==> src/hw/rtl/sttq_ram.sv <==
// Generic single-write, single-read RAM with registered read data.
`timescale 1ns / 1ps
module sttq_ram #(
    parameter int WIDTH = 40,
    parameter int DEPTH = 64
) (
    input  logic                     i_clk,
    input  logic                     i_we,
    input  logic [$clog2(DEPTH)-1:0] i_waddr,
    input  logic [WIDTH-1:0]         i_wdata,
    input  logic                     i_re,
    input  logic [$clog2(DEPTH)-1:0] i_raddr,
    output logic [WIDTH-1:0]         o_rdata
);
    logic [WIDTH-1:0] r_mem [DEPTH];
    logic [WIDTH-1:0] r_rdata;

    always_ff @(posedge i_clk) begin
        if (i_we) begin
            r_mem[i_waddr] <= i_wdata;
        end
        if (i_re) begin
            r_rdata <= r_mem[i_raddr];
        end
    end

    assign o_rdata = r_rdata;
endmodule

==> config.mk <==
export PLATFORM = sky130hd
export DESIGN_NAME = sttq_ram
export DESIGN_NICKNAME = d
export VERILOG_FILES = /design/src/hw/rtl/sttq_ram.sv
export SDC_FILE = /design/constraint.sdc
export NUM_CORES = 2
export LEC_CHECK = 0
export CORE_ASPECT_RATIO = 0.75
export CORE_UTILIZATION = 40
export DETAILED_ROUTE_END_ITERATION = 16
export DONT_BUFFER_PORTS = 1
export GPL_TIMING_DRIVEN = 0
export PLACE_DENSITY_LB_ADDON = 0.3
export SLEW_MARGIN = 0
export SYNTH_ARGS = -nofsm -noshare
export SYNTH_HDL_FRONTEND = slang
export SYNTH_SLANG_ARGS = --single-unit
export TNS_END_PERCENT = 100
==> constraint.sdc <==
create_clock -name i_clk -period 4.6 [get_ports i_clk]
set_clock_uncertainty 0.1 [all_clocks]
set_input_delay 0.46 -clock i_clk [delete_from_list [all_inputs] [get_ports i_clk]]
set_output_delay 0.46 -clock i_clk [all_outputs]
set_load 0.02 [all_outputs]
==> reports/metrics.csv <==
stage,metric,value,unit
critical_path,crit_buf_inv,3,
clock_tree,cts_hold_buf,82,
sta,worst_hold_slack,172,ps
yosys,synthFlopType,edfxtp_1,
worst_hold_path,hp-class,input port to flip-flop,
floorplanning,initial_core_util,40.2,%
yosys,synth-simple-area-share,1.07,%
sta,rsz0062_at_grt,false,
global_routing,grt_antenna_before_repair,23,
yosys,synth-compound-area-share,2.67,%
sta,hold_viol,0,
sta,relSlewSlack,-2.01,%
yosys,synth-edff-count,2600,
sta,worst_pin_slew,1530,ps
yosys,synthDistinctLibCells,35,
critical_path,required,5170,ps
yosys,syn-cell-area,98200,um^2
clock_tree,cts-root-buf,clkbuf_16,
critical_path,cpPeakStageDelay,1130,ps
cells_and_area,multi_input_area,19500,um^2
yosys,syn_avg_cell_area,23.4,um^2
critical_path,worst-setup-path-type,input port to flip-flop,
power_and_ir_drop,leakage,0.0351,uW
floorplanning,ios,95,
critical_path,cpMostUsedCell,clkbuf_1,
global_routing,grt_pass1_wl,397000,um
drt,ant_nets,0,
cells_and_area,final_util,46.8,%
power_and_ir_drop,power_density,421,nW/um^2
critical_path,cp_max_fo,10,
sta,maxSlewViolCount,11,
drt,finalWirelength,292000,um
yosys,async_reset_ff_share,0,%
sta,period_share,91.8,%
placed_design,hpwl,190000,um
run_status,violations,"capacitance limit, slew limit",
floorplanning,die_area,248000,um^2
run,maxCapViolCount,2,
cells_and_area,seq_area,78100,um^2
yosys,syn_inst,4195,
clock_tree,clock_path_buffers,4,
critical_path,slowest_stage,nor4_1,
sta,fin_ws,377,ps
placed_design,io_buffers,0,
yosys,synthMuxAreaShare,15.5,%
yosys,synth_fa_ha_area_share,0,%
floorplanning,die_width,574,um
critical_path,r2r_slack,1880,ps
floorplanning,die_y,431,um
cells_and_area,syn2layout_area_growth,16.3,%
clock_tree,numCtsBuffers,236,
yosys,synth_xor_area_share,0,%
drt,drt_iter0_drc,8352,
global_routing,grt_pass1_vias,47800,
drt,post_drt_wl_per_cell,36.0,um
global_routing,grt_util_all_layers,23.3,%
critical_path,cp-end-kind,flip-flop,
yosys,synth_warnings,0,
floorplanning,core-area,244000,um^2
drt,drc,0,
floorplanning,std_cell_rows,157,
clock_tree,cts_tree,done,
yosys,synth_nets,4250,
clock_tree,clock-sinks,2600,
cells_and_area,fin_nets,4703,
clock_tree,clkTransAtPathRegs,60,ps
clock_tree,insertion_delay,890,ps
critical_path,arrival,4790,ps
cells_and_area,drive_above_1_share,27.8,%
global_routing,grt_start_max_net_pins,65,
critical_path,cp_cell_sequence,buf_2 -> nor2b_1 -> nand2b_1 -> clkbuf_1 -> clkbuf_1 -> o22ai_1 -> nor4_1 -> o22a_1,
placed_design,dp.cells,7587,
placed_design,gp_congestion,0.814,
power_and_ir_drop,peakVddDrop,0.000334,V
clock_tree,postCtsSetupBuffers,0,
yosys,ys_ff_latch,2600,
placed_design,pre_cts_ws,-332,ps
sta,fmax,237,MHz
clock_tree,htreeDepth,4,
drt,via_count,49800,
sta,finalSetupTns,0,ps
drt,post_drt_via_cell_ratio,6.15,
critical_path,cp_top_family,buffers and inverters,
cells_and_area,instances_no_fill,8093,
run_status,status,finished with violations,
sta,min_period,4220,ps
yosys,synth_top_family_by_area,multiplexers,
drt,dr.pass1.iters,6,
cells_and_area,fillerInstances,19700,
critical_path,start_kind,input port,
yosys,yosysSeqAreaShare,79.5,%
sta,final-setup-viol-count,0,
global_routing,grt_overflow,0,
clock_tree,cts_resized,0,
[metrics by stage]
stage	power, uW	area (um^2)
2_1_floorplan	28100	98200
3_3_place_gp	29000	102000
3_5_place_dp	29000	105000
4_1_cts	48300	114000
5_1_grt	49200	114000
6_report	48100	114000
[power by group]
group / internal, uW / total [uW] / switching (uW)
clock: 10300 / 19000 / 8640
combinational: 943 / 2740 / 1800
sequential: 26300 / 26400 / 99.3
[cells in the mapped netlist, types with 13 or more instances]
library cell | number | share of area [%]
clkbuf_1 | 80 | 0.31
nand2b_1 | 13 | 0.083
nor2b_1 | 16 | 0.10
nand2_1 | 19 | 0.073
nor4_1 | 34 | 0.22
o22ai_1 | 143 | 0.91
a22o_1 | 16 | 0.14
mux4_2 | 608 | 14
a21oi_1 | 68 | 0.35
o221ai_1 | 42 | 0.37
a22oi_1 | 18 | 0.14
o21ai_1 | 14 | 0.071
a221oi_1 | 34 | 0.30
buf_1 | 20 | 0.076
o22a_1 | 26 | 0.23
buf_2 | 81 | 0.41
edfxtp_1 | 2600 | 79
nor2_1 | 97 | 0.37
mux2i_1 | 113 | 1.2
mux2_2 | 38 | 0.44
buf_4 | 49 | 0.37
[final timing paths]
| check | cells after the start | to | start |
|---|---|---|---|
| max | 8 | o_rdata[25] | i_raddr[3] |
| min | 2 | r_mem[51][1] | i_waddr[0] |
| min reg2reg | 4 | o_rdata[8] | r_mem[46][8] |
| max reg2reg | 4 | o_rdata[5] | r_mem[30][5] |
[area by class of cell]
cell class / instances / share of cell area [%]
antenna: 11 / 0.0241
sequential: 2600 / 68.3
tap: 3259 / 3.57
buffer: 238 / 1.08
timing repair buffer: 215 / 3.66
clock buffer: 300 / 5.44
multi-input combinational: 1357 / 17.0
clock inverter: 113 / 0.840
[sequential cells by signal, summed over array words and instances, names as in the netlist]
register,count
o_rdata,40
r_mem,2560
[kinds of logic (layout without fill, tap and decap cells)]
group / after synthesis / count (layout)
simple gates: 215 / 215
flops: 2600 / 2600
buf+inv: 238 / 866
compound gates: 383 / 383
mux: 759 / 759
other cells: 0 / 11
[placed cells by master (no fill, tap or decap), types with 4 or more instances in the layout]
master            n
a211oi_1          6
a21oi_1          68
a221oi_1         34
a22o_1           16
a22oi_1          18
and2_1            4
and3_1            6
buf_1            20
buf_12           95
buf_16           62
buf_2            81
buf_4            56
buf_6            18
bufinv_16        15
clkbuf_1        141
clkbuf_16       239
clkinv_1         47
clkinv_2         38
diode_2          11
dlygate4sd3_1    41
edfxtp_1       2600
inv_6             5
mux2_2           38
mux2i_1         113
mux4_2          608
nand2_1          19
nand2b_1         13
nand3_1           8
nor2_1           35
nor2_4           62
nor2b_1          16
nor4_1           24
nor4_2           10
o21a_1            8
o21ai_0           8
o21ai_1          14
o221ai_1         42
o22a_1           26
o22ai_1         143
or2_2             4
[worst reg2reg max path, cell delays in order, from the launching register on]
cell      delay, ps
edfxtp_1        370
mux4_2          460
mux2_2          300
a221oi_1        840
nor4_1          310
[routing by layer]
layer  up-vias  wire (um)  global-route usage, %
met5         -        100                      0
li1      19000          -                      -
met1     27000     120000                   35.6
met4        16       8550                   5.98
met2      3362     124000                   33.0
met3       404      39200                   6.30
No activity file was read; power rests on OpenSTA's default activity.
